$ cat src/hdl/bdsc_pkg.sv
`timescale 1ns / 1ps
`default_nettype none

package bdsc_pkg;

	localparam int NUM_DRIVES = 4;
	localparam int HARD_FIRST = 2;

	localparam int CYL_W  = 10;
	localparam int SECT_W = 6;
	localparam int HEAD_W = 8;
	localparam int MID_W  = 18;
	localparam int LBA_W  = 24;

	localparam int IN_DATA_W  = 80;
	localparam int IN_USER_W  = 8;
	localparam int OUT_DATA_W = 120;
	localparam int OUT_USER_W = 2;

	localparam int ADDR_W = 5;
	localparam int APB_W  = 32;

	// function codes (AH)
	localparam logic [7:0] FN_RESET      = 8'h00;
	localparam logic [7:0] FN_STATUS     = 8'h01;
	localparam logic [7:0] FN_READ       = 8'h02;
	localparam logic [7:0] FN_WRITE      = 8'h03;
	localparam logic [7:0] FN_FORMAT     = 8'h04;
	localparam logic [7:0] FN_FORMAT_ALT = 8'h05;
	localparam logic [7:0] FN_PARAMS     = 8'h08;

	// returned status codes
	localparam logic [7:0] ST_OK        = 8'h00;
	localparam logic [7:0] ST_BAD_CMD   = 8'h01;
	localparam logic [7:0] ST_NOT_READY = 8'hAA;

	localparam logic [7:0] HARD_BIAS = 8'd126;
	localparam logic [7:0] FLOPPY_BL = 8'd4;
	localparam logic [7:0] FLOPPY_DL = 8'd2;

	localparam logic [1:0] XFER_NONE  = 2'd0;
	localparam logic [1:0] XFER_READ  = 2'd1;
	localparam logic [1:0] XFER_WRITE = 2'd2;

	// register indexes
	localparam logic [2:0] REG_DRIVE_PRESENT = 3'd0;
	localparam logic [2:0] REG_FLOPPY_CYLS   = 3'd1;
	localparam logic [2:0] REG_FLOPPY_SECTS  = 3'd2;
	localparam logic [2:0] REG_FLOPPY_HEADS  = 3'd3;
	localparam logic [2:0] REG_HARD_CYLS     = 3'd4;
	localparam logic [2:0] REG_HARD_SECTS    = 3'd5;
	localparam logic [2:0] REG_HARD_HEADS    = 3'd6;
	localparam logic [2:0] REG_HARD_COUNT    = 3'd7;

	localparam logic [CYL_W-1:0]  RST_FLOPPY_CYLS  = 10'd80;
	localparam logic [SECT_W-1:0] RST_FLOPPY_SECTS = 6'd18;
	localparam logic [HEAD_W-1:0] RST_FLOPPY_HEADS = 8'd2;
	localparam logic [CYL_W-1:0]  RST_HARD_CYLS    = 10'd1023;
	localparam logic [SECT_W-1:0] RST_HARD_SECTS   = 6'd63;
	localparam logic [HEAD_W-1:0] RST_HARD_HEADS   = 8'd16;
	localparam logic [7:0]        RST_HARD_COUNT   = 8'd1;

	typedef struct packed {
		logic [CYL_W-1:0]  floppy_cylinders;
		logic [SECT_W-1:0] floppy_sectors;
		logic [HEAD_W-1:0] floppy_heads;
		logic [CYL_W-1:0]  hard_cylinders;
		logic [SECT_W-1:0] hard_sectors;
		logic [HEAD_W-1:0] hard_heads;
		logic [7:0]        hard_disk_count;
	} geom_cfg_t;

	typedef struct packed {
		logic capture;
		logic mul1;
		logic mul2;
		logic load;
	} cmd_t;

endpackage

`default_nettype wire

$ cat src/hdl/bdsc_regs.sv
`timescale 1ns / 1ps
`default_nettype none

module bdsc_regs #(
	parameter int NUM_DRIVES = bdsc_pkg::NUM_DRIVES
) (
	input  wire logic                          clk,
	input  wire logic                          arst_n,
	input  wire logic                          psel,
	input  wire logic                          penable,
	input  wire logic                          pwrite,
	input  wire logic [bdsc_pkg::ADDR_W-1:0]   paddr,
	input  wire logic [bdsc_pkg::APB_W-1:0]    pwdata,
	output logic      [bdsc_pkg::APB_W-1:0]    prdata,
	output logic                               pready,
	output logic      [NUM_DRIVES-1:0]         drive_present,
	output bdsc_pkg::geom_cfg_t                cfg
);

	logic [NUM_DRIVES-1:0] drive_present_q;
	bdsc_pkg::geom_cfg_t   cfg_q;
	logic [2:0]            idx;

	assign idx           = paddr[bdsc_pkg::ADDR_W-1:2];
	assign pready        = 1'b1;
	assign drive_present = drive_present_q;
	assign cfg           = cfg_q;

	always_ff @(posedge clk or negedge arst_n) begin
		if (!arst_n) begin
			drive_present_q      <= '0;
			cfg_q.floppy_cylinders <= bdsc_pkg::RST_FLOPPY_CYLS;
			cfg_q.floppy_sectors   <= bdsc_pkg::RST_FLOPPY_SECTS;
			cfg_q.floppy_heads     <= bdsc_pkg::RST_FLOPPY_HEADS;
			cfg_q.hard_cylinders   <= bdsc_pkg::RST_HARD_CYLS;
			cfg_q.hard_sectors     <= bdsc_pkg::RST_HARD_SECTS;
			cfg_q.hard_heads       <= bdsc_pkg::RST_HARD_HEADS;
			cfg_q.hard_disk_count  <= bdsc_pkg::RST_HARD_COUNT;
		end else if (psel && penable && pwrite && pready) begin
			case (idx)
				bdsc_pkg::REG_DRIVE_PRESENT: drive_present_q <= pwdata[NUM_DRIVES-1:0];
				bdsc_pkg::REG_FLOPPY_CYLS: cfg_q.floppy_cylinders <= pwdata[bdsc_pkg::CYL_W-1:0];
				bdsc_pkg::REG_FLOPPY_SECTS: cfg_q.floppy_sectors <= pwdata[bdsc_pkg::SECT_W-1:0];
				bdsc_pkg::REG_FLOPPY_HEADS: cfg_q.floppy_heads <= pwdata[bdsc_pkg::HEAD_W-1:0];
				bdsc_pkg::REG_HARD_CYLS: cfg_q.hard_cylinders <= pwdata[bdsc_pkg::CYL_W-1:0];
				bdsc_pkg::REG_HARD_SECTS: cfg_q.hard_sectors <= pwdata[bdsc_pkg::SECT_W-1:0];
				bdsc_pkg::REG_HARD_HEADS: cfg_q.hard_heads <= pwdata[bdsc_pkg::HEAD_W-1:0];
				bdsc_pkg::REG_HARD_COUNT: cfg_q.hard_disk_count <= pwdata[7:0];
				default: ;
			endcase
		end
	end

	always_comb begin
		prdata = '0;
		case (idx)
			bdsc_pkg::REG_DRIVE_PRESENT: prdata = bdsc_pkg::APB_W'(drive_present_q);
			bdsc_pkg::REG_FLOPPY_CYLS: prdata = bdsc_pkg::APB_W'(cfg_q.floppy_cylinders);
			bdsc_pkg::REG_FLOPPY_SECTS: prdata = bdsc_pkg::APB_W'(cfg_q.floppy_sectors);
			bdsc_pkg::REG_FLOPPY_HEADS: prdata = bdsc_pkg::APB_W'(cfg_q.floppy_heads);
			bdsc_pkg::REG_HARD_CYLS: prdata = bdsc_pkg::APB_W'(cfg_q.hard_cylinders);
			bdsc_pkg::REG_HARD_SECTS: prdata = bdsc_pkg::APB_W'(cfg_q.hard_sectors);
			bdsc_pkg::REG_HARD_HEADS: prdata = bdsc_pkg::APB_W'(cfg_q.hard_heads);
			bdsc_pkg::REG_HARD_COUNT: prdata = bdsc_pkg::APB_W'(cfg_q.hard_disk_count);
			default: prdata = '0;
		endcase
	end

endmodule

`default_nettype wire

$ cat src/hdl/bdsc_dp.sv
`timescale 1ns / 1ps
`default_nettype none

module bdsc_dp #(
	parameter int NUM_DRIVES = bdsc_pkg::NUM_DRIVES
) (
	input  wire logic                              clk,
	input  wire logic                              arst_n,
	input  wire bdsc_pkg::cmd_t                    cmd,
	input  wire bdsc_pkg::geom_cfg_t               cfg,
	input  wire logic [NUM_DRIVES-1:0]             drive_present,
	input  wire logic [bdsc_pkg::IN_USER_W-1:0]    in_user,
	input  wire logic [bdsc_pkg::IN_DATA_W-1:0]    in_data,
	output logic      [bdsc_pkg::OUT_DATA_W-1:0]   out_data,
	output logic      [bdsc_pkg::OUT_USER_W-1:0]   out_user
);

	localparam int SW = (NUM_DRIVES > 1) ? $clog2(NUM_DRIVES) : 1;

	logic [7:0]  mode_q, dl_q, ch_q, cl_q, dh_q, al_q, bl_q;
	logic [15:0] es_q, bx_q;

	logic [bdsc_pkg::MID_W-1:0] p1_q;
	logic [bdsc_pkg::LBA_W-1:0] lba_q;

	logic [7:0] last_status_q [NUM_DRIVES];
	logic       last_carry_q  [NUM_DRIVES];

	logic [7:0]                  slot8;
	logic                        valid;
	logic [SW-1:0]               sidx;
	logic                        present;
	logic                        hard;
	logic [bdsc_pkg::CYL_W-1:0]  cyls;
	logic [bdsc_pkg::SECT_W-1:0] sects;
	logic [bdsc_pkg::HEAD_W-1:0] heads;
	logic [bdsc_pkg::CYL_W-1:0]  cyl;
	logic [bdsc_pkg::SECT_W-1:0] sec;
	logic [bdsc_pkg::CYL_W-1:0]  maxc;

	logic [7:0]                 ah, ch_r, cl_r, dh_r, dl_r, bl_r;
	logic                       cf, store;
	logic [1:0]                 kind;
	logic [bdsc_pkg::LBA_W-1:0] lba_r;
	logic [15:0]                seg_r, off_r;

	assign slot8   = dl_q[7] ? (dl_q - bdsc_pkg::HARD_BIAS) : dl_q;
	assign valid   = slot8 < 8'(NUM_DRIVES);
	assign sidx    = slot8[SW-1:0];
	assign present = valid && drive_present[sidx];
	assign hard    = sidx >= SW'(bdsc_pkg::HARD_FIRST);
	assign cyls    = hard ? cfg.hard_cylinders : cfg.floppy_cylinders;
	assign sects   = hard ? cfg.hard_sectors : cfg.floppy_sectors;
	assign heads   = hard ? cfg.hard_heads : cfg.floppy_heads;
	assign cyl     = {cl_q[7:6], ch_q};
	assign sec     = cl_q[5:0];
	assign maxc    = cyls - 1'b1;

	always_ff @(posedge clk) begin
		if (cmd.capture) begin
			mode_q <= in_user;
			dl_q   <= in_data[7:0];
			ch_q   <= in_data[15:8];
			cl_q   <= in_data[23:16];
			dh_q   <= in_data[31:24];
			al_q   <= in_data[39:32];
			bl_q   <= in_data[47:40];
			es_q   <= in_data[63:48];
			bx_q   <= in_data[79:64];
		end
		if (cmd.mul1) begin
			p1_q <= bdsc_pkg::MID_W'(cyl) * bdsc_pkg::MID_W'(heads)
				+ bdsc_pkg::MID_W'(dh_q);
		end
		if (cmd.mul2) begin
			lba_q <= bdsc_pkg::LBA_W'(p1_q) * bdsc_pkg::LBA_W'(sects)
				+ bdsc_pkg::LBA_W'(sec) - bdsc_pkg::LBA_W'(1);
		end
	end

	always_comb begin
		ah    = mode_q;
		cf    = 1'b0;
		kind  = bdsc_pkg::XFER_NONE;
		lba_r = '0;
		seg_r = '0;
		off_r = '0;
		ch_r  = ch_q;
		cl_r  = cl_q;
		dh_r  = dh_q;
		dl_r  = dl_q;
		bl_r  = bl_q;
		store = 1'b1;
		case (mode_q) inside
			bdsc_pkg::FN_RESET, bdsc_pkg::FN_FORMAT, bdsc_pkg::FN_FORMAT_ALT: begin
				ah = bdsc_pkg::ST_OK;
			end
			bdsc_pkg::FN_STATUS: begin
				store = 1'b0;
				if (valid) begin
					ah = last_status_q[sidx];
					cf = last_carry_q[sidx];
				end else begin
					ah = bdsc_pkg::ST_OK;
				end
			end
			bdsc_pkg::FN_READ, bdsc_pkg::FN_WRITE: begin
				if (present) begin
					ah = bdsc_pkg::ST_OK;
					// sector zero: success without a transfer
					if (sec != '0) begin
						lba_r = lba_q;
						kind  = (mode_q == bdsc_pkg::FN_READ) ? bdsc_pkg::XFER_READ
							: bdsc_pkg::XFER_WRITE;
						seg_r = es_q;
						off_r = bx_q;
					end
				end else begin
					ah = bdsc_pkg::ST_BAD_CMD;
					cf = 1'b1;
				end
			end
			bdsc_pkg::FN_PARAMS: begin
				if (present) begin
					ah   = bdsc_pkg::ST_OK;
					ch_r = maxc[7:0];
					cl_r = {maxc[9:8], sects};
					dh_r = heads - 1'b1;
					if (!hard) begin
						bl_r = bdsc_pkg::FLOPPY_BL;
						dl_r = bdsc_pkg::FLOPPY_DL;
					end else begin
						dl_r = cfg.hard_disk_count;
					end
				end else begin
					ah = bdsc_pkg::ST_NOT_READY;
					cf = 1'b1;
				end
			end
			default: cf = 1'b1;
		endcase
	end

	always_ff @(posedge clk or negedge arst_n) begin
		if (!arst_n) begin
			for (int i = 0; i < NUM_DRIVES; i++) begin
				last_status_q[i] <= '0;
				last_carry_q[i]  <= 1'b0;
			end
		end else if (cmd.load && store && valid) begin
			last_status_q[sidx] <= ah;
			last_carry_q[sidx]  <= cf;
		end
	end

	always_ff @(posedge clk) begin
		if (cmd.load) begin
			out_data <= {7'd0, off_r, seg_r, lba_r, bl_r, dl_r, dh_r, cl_r, ch_r, al_q, cf, ah};
			out_user <= kind;
		end
	end

endmodule

`default_nettype wire

$ cat src/hdl/bdsc_ctrl.sv
`timescale 1ns / 1ps
`default_nettype none

module bdsc_ctrl (
	input  wire logic     clk,
	input  wire logic     arst_n,
	input  wire logic     s_tvalid,
	output logic          s_tready,
	output logic          m_tvalid,
	input  wire logic     m_tready,
	output bdsc_pkg::cmd_t cmd
);

	typedef enum logic [1:0] {
		ST_IDLE,
		ST_MUL1,
		ST_MUL2,
		ST_LOAD
	} state_t;

	state_t state_q;
	logic   m_tvalid_q;

	assign s_tready    = (state_q == ST_IDLE);
	assign m_tvalid    = m_tvalid_q;
	assign cmd.capture = s_tvalid && s_tready;
	assign cmd.mul1    = (state_q == ST_MUL1);
	assign cmd.mul2    = (state_q == ST_MUL2);
	assign cmd.load    = (state_q == ST_LOAD) && (!m_tvalid_q || m_tready);

	always_ff @(posedge clk or negedge arst_n) begin
		if (!arst_n) begin
			state_q    <= ST_IDLE;
			m_tvalid_q <= 1'b0;
		end else begin
			case (state_q)
				ST_IDLE: begin
					if (cmd.capture) state_q <= ST_MUL1;
				end
				ST_MUL1: state_q <= ST_MUL2;
				ST_MUL2: state_q <= ST_LOAD;
				ST_LOAD: begin
					if (cmd.load) state_q <= ST_IDLE;
				end
				default: state_q <= ST_IDLE;
			endcase
			if (cmd.load) begin
				m_tvalid_q <= 1'b1;
			end else if (m_tready) begin
				m_tvalid_q <= 1'b0;
			end
		end
	end

	a_cap_starts: assert property (@(posedge clk) disable iff (!arst_n)
		(s_tvalid && s_tready) |=> (state_q == ST_MUL1))
		else $error("accepted call did not start the multiply sequence");

	a_load_shows: assert property (@(posedge clk) disable iff (!arst_n)
		cmd.load |=> (m_tvalid_q && state_q == ST_IDLE))
		else $error("loaded result not presented");

	a_stall_waits: assert property (@(posedge clk) disable iff (!arst_n)
		(state_q == ST_LOAD && m_tvalid_q && !m_tready) |=> (state_q == ST_LOAD))
		else $error("result overwritten while output stalled");

endmodule

`default_nettype wire

$ cat src/hdl/bios_disk_service_chs.sv
`timescale 1ns / 1ps
`default_nettype none

// BIOS disk service (INT 13h subset: reset, last status, read, write, format,
// get parameters). Each call is taken on the s_ stream and answered by one
// transfer on the m_ stream carrying the returned registers and, for read and
// write, a transfer command (kind, first LBA, buffer segment and offset; the
// consumer advances the offset by 512 per sector). When the returned DL has
// bit 7 set the consumer posts AH to 0x474. A call passes through capture,
// cylinder*heads+head, times sectors plus sector-1, then result load, which
// waits while an earlier result is still stalled; a new call is taken only
// after that load. Geometry and media presence are set through the APB
// registers, which the user must write only while no call is in progress;
// the block itself does not enforce this.

module bios_disk_service_chs #(
	parameter int NUM_DRIVES = bdsc_pkg::NUM_DRIVES
) (
	input  wire logic                              clk,
	input  wire logic                              arst_n,
	input  wire logic                              s_tvalid,
	output logic                                   s_tready,
	// drive_code, cyl_low, sector_cyl_high, head_in, count_in, bl_in,
	// es_segment, bx_offset
	input  wire logic [bdsc_pkg::IN_DATA_W-1:0]    s_tdata,
	// mode
	input  wire logic [bdsc_pkg::IN_USER_W-1:0]    s_tuser,
	output logic                                   m_tvalid,
	input  wire logic                              m_tready,
	// status_out, carry_out, count_out, cyl_low_out, sector_cyl_out, head_out,
	// drive_out, bl_out, lba_out, xfer_segment, xfer_offset, zero pad
	output logic      [bdsc_pkg::OUT_DATA_W-1:0]   m_tdata,
	// xfer_kind
	output logic      [bdsc_pkg::OUT_USER_W-1:0]   m_tuser,
	input  wire logic                              psel,
	input  wire logic                              penable,
	input  wire logic                              pwrite,
	input  wire logic [bdsc_pkg::ADDR_W-1:0]       paddr,
	input  wire logic [bdsc_pkg::APB_W-1:0]        pwdata,
	output logic      [bdsc_pkg::APB_W-1:0]        prdata,
	output logic                                   pready
);

	bdsc_pkg::cmd_t        cmd;
	bdsc_pkg::geom_cfg_t   cfg;
	logic [NUM_DRIVES-1:0] drive_present;

	bdsc_regs #(
		.NUM_DRIVES(NUM_DRIVES)
	) u_regs (
		.clk          (clk),
		.arst_n       (arst_n),
		.psel         (psel),
		.penable      (penable),
		.pwrite       (pwrite),
		.paddr        (paddr),
		.pwdata       (pwdata),
		.prdata       (prdata),
		.pready       (pready),
		.drive_present(drive_present),
		.cfg          (cfg)
	);

	bdsc_ctrl u_ctrl (
		.clk     (clk),
		.arst_n  (arst_n),
		.s_tvalid(s_tvalid),
		.s_tready(s_tready),
		.m_tvalid(m_tvalid),
		.m_tready(m_tready),
		.cmd     (cmd)
	);

	bdsc_dp #(
		.NUM_DRIVES(NUM_DRIVES)
	) u_dp (
		.clk          (clk),
		.arst_n       (arst_n),
		.cmd          (cmd),
		.cfg          (cfg),
		.drive_present(drive_present),
		.in_user      (s_tuser),
		.in_data      (s_tdata),
		.out_data     (m_tdata),
		.out_user     (m_tuser)
	);

endmodule

`default_nettype wire
$ cat config.mk
export PLATFORM = sky130hd
export DESIGN_NAME = bios_disk_service_chs
export DESIGN_NICKNAME = d
export VERILOG_FILES = /design/src/hdl/bdsc_pkg.sv /design/src/hdl/bdsc_regs.sv /design/src/hdl/bdsc_dp.sv /design/src/hdl/bdsc_ctrl.sv /design/src/hdl/bios_disk_service_chs.sv
export SDC_FILE = /design/constraint.sdc
export NUM_CORES = 1
export LEC_CHECK = 0
export BUFFER_PORTS_ARGS = -buffer_cell sky130_fd_sc_hd__buf_2
export CAP_MARGIN = 20
export CORE_MARGIN = 2
export CORE_UTILIZATION = 50
export CTS_BUF_LIST = sky130_fd_sc_hd__clkbuf_16
export DETAILED_ROUTE_END_ITERATION = 6
export HOLD_SLACK_MARGIN = 0.1
export PLACE_DENSITY = 0.67
export SETUP_SLACK_MARGIN = 0.3
export SLEW_MARGIN = 20
export SYNTH_ARGS = -nofsm -noshare
export SYNTH_HDL_FRONTEND = slang
export SYNTH_SLANG_ARGS = --single-unit
$ cat constraint.sdc
create_clock -name clk -period 8 [get_ports clk]
set_input_delay 0.4 -clock clk [delete_from_list [all_inputs] [get_ports clk]]
set_output_delay 0.4 -clock clk [all_outputs]
set_load 0.05 [all_outputs]
# After elaboration in Yosys (flattened, before gate mapping)
# Index checks and enable logic that the tools add are counted.
# op_classes
n_addsub,6
reduce_logical,27
bitwise,4
n_div,0
n_eq_ne,18
muxes,67
multipliers,2
shift,0
magnitude_cmp,5
# ops
cell,count
2-to-1 mux 8 bit,38
one-hot mux 32 bit (8 select lines),1
bitwise mux 32 bit,1
adder 24 x 6 -> 24 bit,1
multiplier 18 x 6 -> 24 bit,1
"subtractor 24 x 1 -> 24 bit, second input constant",1
adder 18 x 8 -> 18 bit,1
multiplier 10 x 8 -> 18 bit,1
AND reduction 2 bit,9
binary-select mux 8 bit (select 2 bit),1
demux 8 bit (select 2 bit),1
"== test 8 x 2 -> 1 bit, second input constant",2
"== test 8 x 3 -> 1 bit, second input constant",2
2-to-1 mux 1 bit,15
"== test 3 bit, second input constant",4
2-to-1 mux 10 bit,1
"subtractor 10 x 1 -> 10 bit, second input constant",1
"== test 8 x 1 -> 1 bit, second input constant",1
"== test 8 x 4 -> 1 bit, second input constant",1
logical AND 1 bit,8
logical NOT 8 bit,1
"< comparator 8 x 3 -> 1 bit, second input constant",1
one-hot mux 2 bit (4 select lines),1
"subtractor 8 x 1 -> 8 bit, second input constant",1
other kinds (27),34
# word_totals
n_memories,0
regBits,344
out_inout_bits,157
mem_bits_rw,0
wordCells,161
rom_bits,0
latchBits,0

# Logic depth before layout (Yosys ltp)
# logic_depth
word_depth,11
depth_mapped,23
mapped_depth_nobuf,20

# Cells and area by module
# A second synthesis with hierarchy kept.
# unflattened
cells_unflattened,1755
area_unflattened_um2,21110.2
# by_module_without_submodules
module,area_per_inst_um2,n_inst,cells_per_inst,seq_area_each_um2
bdsc_dp,17903.4,1,1525,8257.9
bdsc_regs,3001.6,1,212,1530.2
bdsc_ctrl,205.2,1,18,75.1

# Worst setup path after synthesis
# Ideal clock, no wire load.
# synth_timing
path_type,register to register
start,reg u_dp.dl_q[7]
end,"reg u_dp.lba_q[21] (netlist name), data pin"
slack_ns,1.990
setup_ns,0.256
required_time_ns,7.744
path_buffers,2
stages_incl_launch_ff,21
arrival_time_ns,5.754
cell_sequence,edfxtp_1 > xor2_1 > buf_2 > nor2_1 > a21oi_1 > clkbuf_1 > nand2b_1 > fa_1 > fa_1 > inv_1 > fa_1 > inv_1 > fa_1 > inv_1 > ha_1 > o211ai_1 > o211ai_1 > a221oi_1 > o31ai_1 > mux2_2 > and4_1
# synth_via
elab_chain_len,6
# synth_rtl
item,line,rtl
start: declaration,bdsc_dp.sv:20,"logic [7:0] mode_q, dl_q, ch_q, cl_q, dh_q, al_q, bl_q;"
start signal: assignment,bdsc_dp.sv:62,dl_q <= in_data[7:0];
2-to-1 mux 8 bit,bdsc_dp.sv:47,assign slot8 = dl_q[7] ? (dl_q - bdsc_pkg::HARD_BIAS) : dl_q;
>= comparator 2 bit,bdsc_dp.sv:51,assign hard = sidx >= SW'(bdsc_pkg::HARD_FIRST);
2-to-1 mux 6 bit,bdsc_dp.sv:53,assign sects = hard ? cfg.hard_sectors : cfg.floppy_sectors;
multiplier 18 x 6 -> 24 bit,bdsc_dp.sv:76,lba_q <= bdsc_pkg::LBA_W'(p1_q) * bdsc_pkg::LBA_W'(sects)
adder 24 x 6 -> 24 bit,bdsc_dp.sv:77,+ bdsc_pkg::LBA_W'(sec) - bdsc_pkg::LBA_W'(1);
subtractor 24 x 1 -> 24 bit,bdsc_dp.sv:77,
end signal: assignment,bdsc_dp.sv:76,
end: declaration,bdsc_dp.sv:24,logic [bdsc_pkg::LBA_W-1:0] lba_q;
# Every way passes these cells.
# A chain may end at the register's enable or synchronous reset.

# Worst setup path after layout
# Ends and elaborated chain as after synthesis.

==> impl_metrics.ini <==
[yosys]
synth_warnings = 0
synth-edff-count = 245
ys_async_sr_fraction_pct = 28.78
synthCells = 1745
yosysUniqueCellTypes = 70
synth-seq-cells = 344
avgSynthCellArea_um2 = 12.03
synthFlopType = edfxtp_1
ys_seq_area_share_pct = 46.99
synth_area_um2 = 20990

[sta]
tightest_slew_ns = 1.070
max_freq_mhz = 145.6
maxSlewHeadroom_pct = 28.53
layout_min_cycle_time_ns = 6.869
setup-tns-final_ns = 0
drv_slew = 0
setup_viol = 0
setup_slack_ns = 1.131
rsz0062_at_grt = no
skew_ns = 0.02290
fin_crit_sh_pct = 85.86
finalHoldViolCount = 0

[min_path]
min_from = pwdata[6]
min_path_cells = 2
worstHoldEndpoint = u_regs.cfg[14]$_DFFE_PN0P_
holdCritPathClass = in2reg

[routing]
wl_per_cell_um = 17.45
firstDrtPassIters = 5
wl_um = 46110
via_per_inst = 5.199
drt-initial-drc-count = 827
ant_nets = 0
dr_total_vias = 13742
drc = 0

[critical_path]
cp_top_family = adder cells
reg2reg_from = u_dp.dl_q[7]$_DFFE_PP_
ff2ff_setup_slack_ns = 1.13
rr_worst_depth = 18
cp_slowest_cell = xor2_4
crit_fanout = 30
cp.arrival_ns = 7.18
critical_path_class = reg2reg
cp-start-kind = flip-flop
crit_chain = xor2_4 > nand2_1 > nand2_1 > nand2_1 > fa_1 > fa_1 > inv_1 > fa_1 > inv_1 > fa_1 > inv_1 > ha_1 > o211ai_1 > o211ai_1 > a221oi_1 > o31ai_1 > mux2_2 > and4_1
worst_ep_required_time_ns = 8.31
cpPeakStageDelay_ns = 0.88
timing.rr.end = u_dp.lba_q[21]$_DFFE_PP_
path_common_cell = fa_1
crit_path_end_kind = flip-flop
cp.buffers_inverters = 3

[place]
post-dp-hpwl_um = 32740
dp_slack_ns = 1.090
portBuffers = 234
place.gp.congestion = 0.8933

[die]
io_pins = 289
die_area_um2 = 43630
start_util_pct = 50.38
num_rows = 75
die_x_um = 208.9
core-area_um2 = 41670
die_h_um = 208.9

[cts]
cts_resized = 0
cts.sinks = 344
clkTransAtPathRegs_ns = 0.07
htreeDepth = 2
clock_latency_ns = 0.56
cts_setup_buffers = 0
hold_buffers = 91
cts_buffers = 38
clockRootBuffer = clkbuf_16
cts_tree = yes
max-clock-path-buffers = 3

[finish]
n_fill_cell = 3375
drive_above_1_share_pct = 21.63
antenna_cells = 0
area_growth_pct = 17.63
nets = 2448

[run_status]
status = finished, final reports clean

[global_routing]
grt.total_usage_pct = 21.69
grt_pass1_wl_um = 75480
antenna_found_initial = 0
overflow = 0
grt_max_degree = 72
grt_pass1_vias = 14310

[run]
cap_violations = 0
worst register-to-register path: stages, from the launching register on:
cell and delay, ns:
edfxtp_1 0.59, xor2_4 0.88, nand2_1 0.13, nand2_1 0.58, nand2_1 0.19, fa_1 0.53
fa_1 0.54, inv_1 0.05, fa_1 0.47, inv_1 0.05, fa_1 0.47, inv_1 0.04
ha_1 0.35, o211ai_1 0.13, o211ai_1 0.22, a221oi_1 0.16, o31ai_1 0.72, mux2_2 0.40
and4_1 0.14
sequential cells by signal, summed over array words and instances (netlist names), 16 cells and up:
| name | count |
|---|---|
| u_dp.lba_q | 24 |
| u_dp.bx_q | 16 |
| u_dp.es_q | 16 |
| u_dp.last_status_q | 32 |
| u_regs.cfg | 56 |
| u_dp.p1_q | 18 |
| u_dp.out_data | 113 |
final cells by class:
type / count / area, um^2 / share of cell area [%]
well taps: 539 / 674.4 / 2.731
clock inverters: 30 / 185.2 / 0.7500
repair buffers: 339 / 2190 / 8.868
multi-input cells: 1110 / 9891 / 40.06
clock buffers: 39 / 975.9 / 3.953
inverters: 242 / 910.9 / 3.689
flip-flops and latches: 344 / 9863 / 39.95
cell usage after synthesis, types with 9 or more instances:
library cell / instances / area (um^2)
a21o_1: 21 / 157.7
a21oi_1: 36 / 180.2
and2_1: 99 / 619.3
buf_2: 9 / 45.04
buf_4: 30 / 225.2
clkbuf_1: 24 / 90.09
dfrtp_1: 76 / 1902
dfstp_2: 23 / 604.3
edfxtp_1: 245 / 7357
fa_1: 129 / 2582
ha_1: 112 / 1401
inv_1: 241 / 904.6
mux2_2: 101 / 1137
mux2i_1: 28 / 280.3
mux4_2: 12 / 270.3
nand2_1: 140 / 525.5
nand2b_1: 28 / 175.2
nand3_1: 9 / 45.04
nor2_1: 62 / 232.7
nor2b_1: 84 / 525.5
nor3_1: 18 / 90.09
o21ai_0: 45 / 225.2
or3_1: 9 / 56.30
xnor2_1: 30 / 262.8
xor2_1: 20 / 175.2
cell usage in the layout (no fill, tap or decap), types with 39 or more instances in the layout:
cell type and n:
inv_1 250, edfxtp_1 245, buf_2 233, nand2_1 140, fa_1 129, ha_1 111
mux2_2 101, and2_1 98, dlygate4sd3_1 91, nor2b_1 84, dfrtp_1 76, nor2_1 62
o21ai_0 45, clkbuf_16 39
kinds of logic (layout without fill, tap and decap cells):
group                    after synthesis  after routing  share of synthesized area, %
flip-flops                           344            344                         46.99
other                                  2             30                       0.03578
buffers and inverters                319            650                         6.575
adder cells (fa/ha/maj)              241            241                         18.98
AND/OR/NAND/NOR                      482            482                         11.99
multiplexers                         141            141                         8.042
XOR/XNOR                              51             51                         2.164
AO/OA/AOI/OAI                        165            165                         5.222
through the flow:
stage / utilization [%] / std cells / area [um^2] / hold WS [ns]
2_1_floorplan: - / 1773 / 21090 / 0.1044
3_3_place_gp: 54.27 / 2483 / 22610 / 0.3496
3_5_place_dp: 54.27 / 2483 / 22610 / 0.3524
4_1_cts: 59.24 / 2643 / 24680 / 0.1390
5_1_grt: 59.26 / 2643 / 24690 / 0.1565
6_report: 59.26 / 2643 / 24690 / 0.1695
routing by layer:
layer,vias up,share of wire (%),track usage (%)
li1,6481,-,-
met1,6799,45,29.60
met2,414,47,35.95
met3,48,6.1,3.742
met4,0,1.9,6.133
met5,-,0,0
how the worst max path moves through the flow:
| stage | start | endpoint | cells after the start |
|---|---|---|---|
| floorplan | u_dp.dl_q[7]$_DFFE_PP_ | u_dp.lba_q[21]$_DFFE_PP_ | 20 |
| global placement | u_dp.dl_q[7]$_DFFE_PP_ | u_dp.p1_q[17]$_DFFE_PN_ | 19 |
| detailed placement | u_dp.dl_q[7]$_DFFE_PP_ | u_dp.p1_q[17]$_DFFE_PN_ | 19 |
| CTS | u_dp.dl_q[7]$_DFFE_PP_ | u_dp.p1_q[17]$_DFFE_PN_ | 19 |
| global route | u_dp.dl_q[7]$_DFFE_PP_ | u_dp.p1_q[17]$_DFFE_PN_ | 19 |
| finish | u_dp.dl_q[7]$_DFFE_PP_ | u_dp.lba_q[21]$_DFFE_PP_ | 18 |
Power is left out: the tool's default activity adds up to more than one toggle a clock period on the data nets, which glitch-free logic cannot reach.
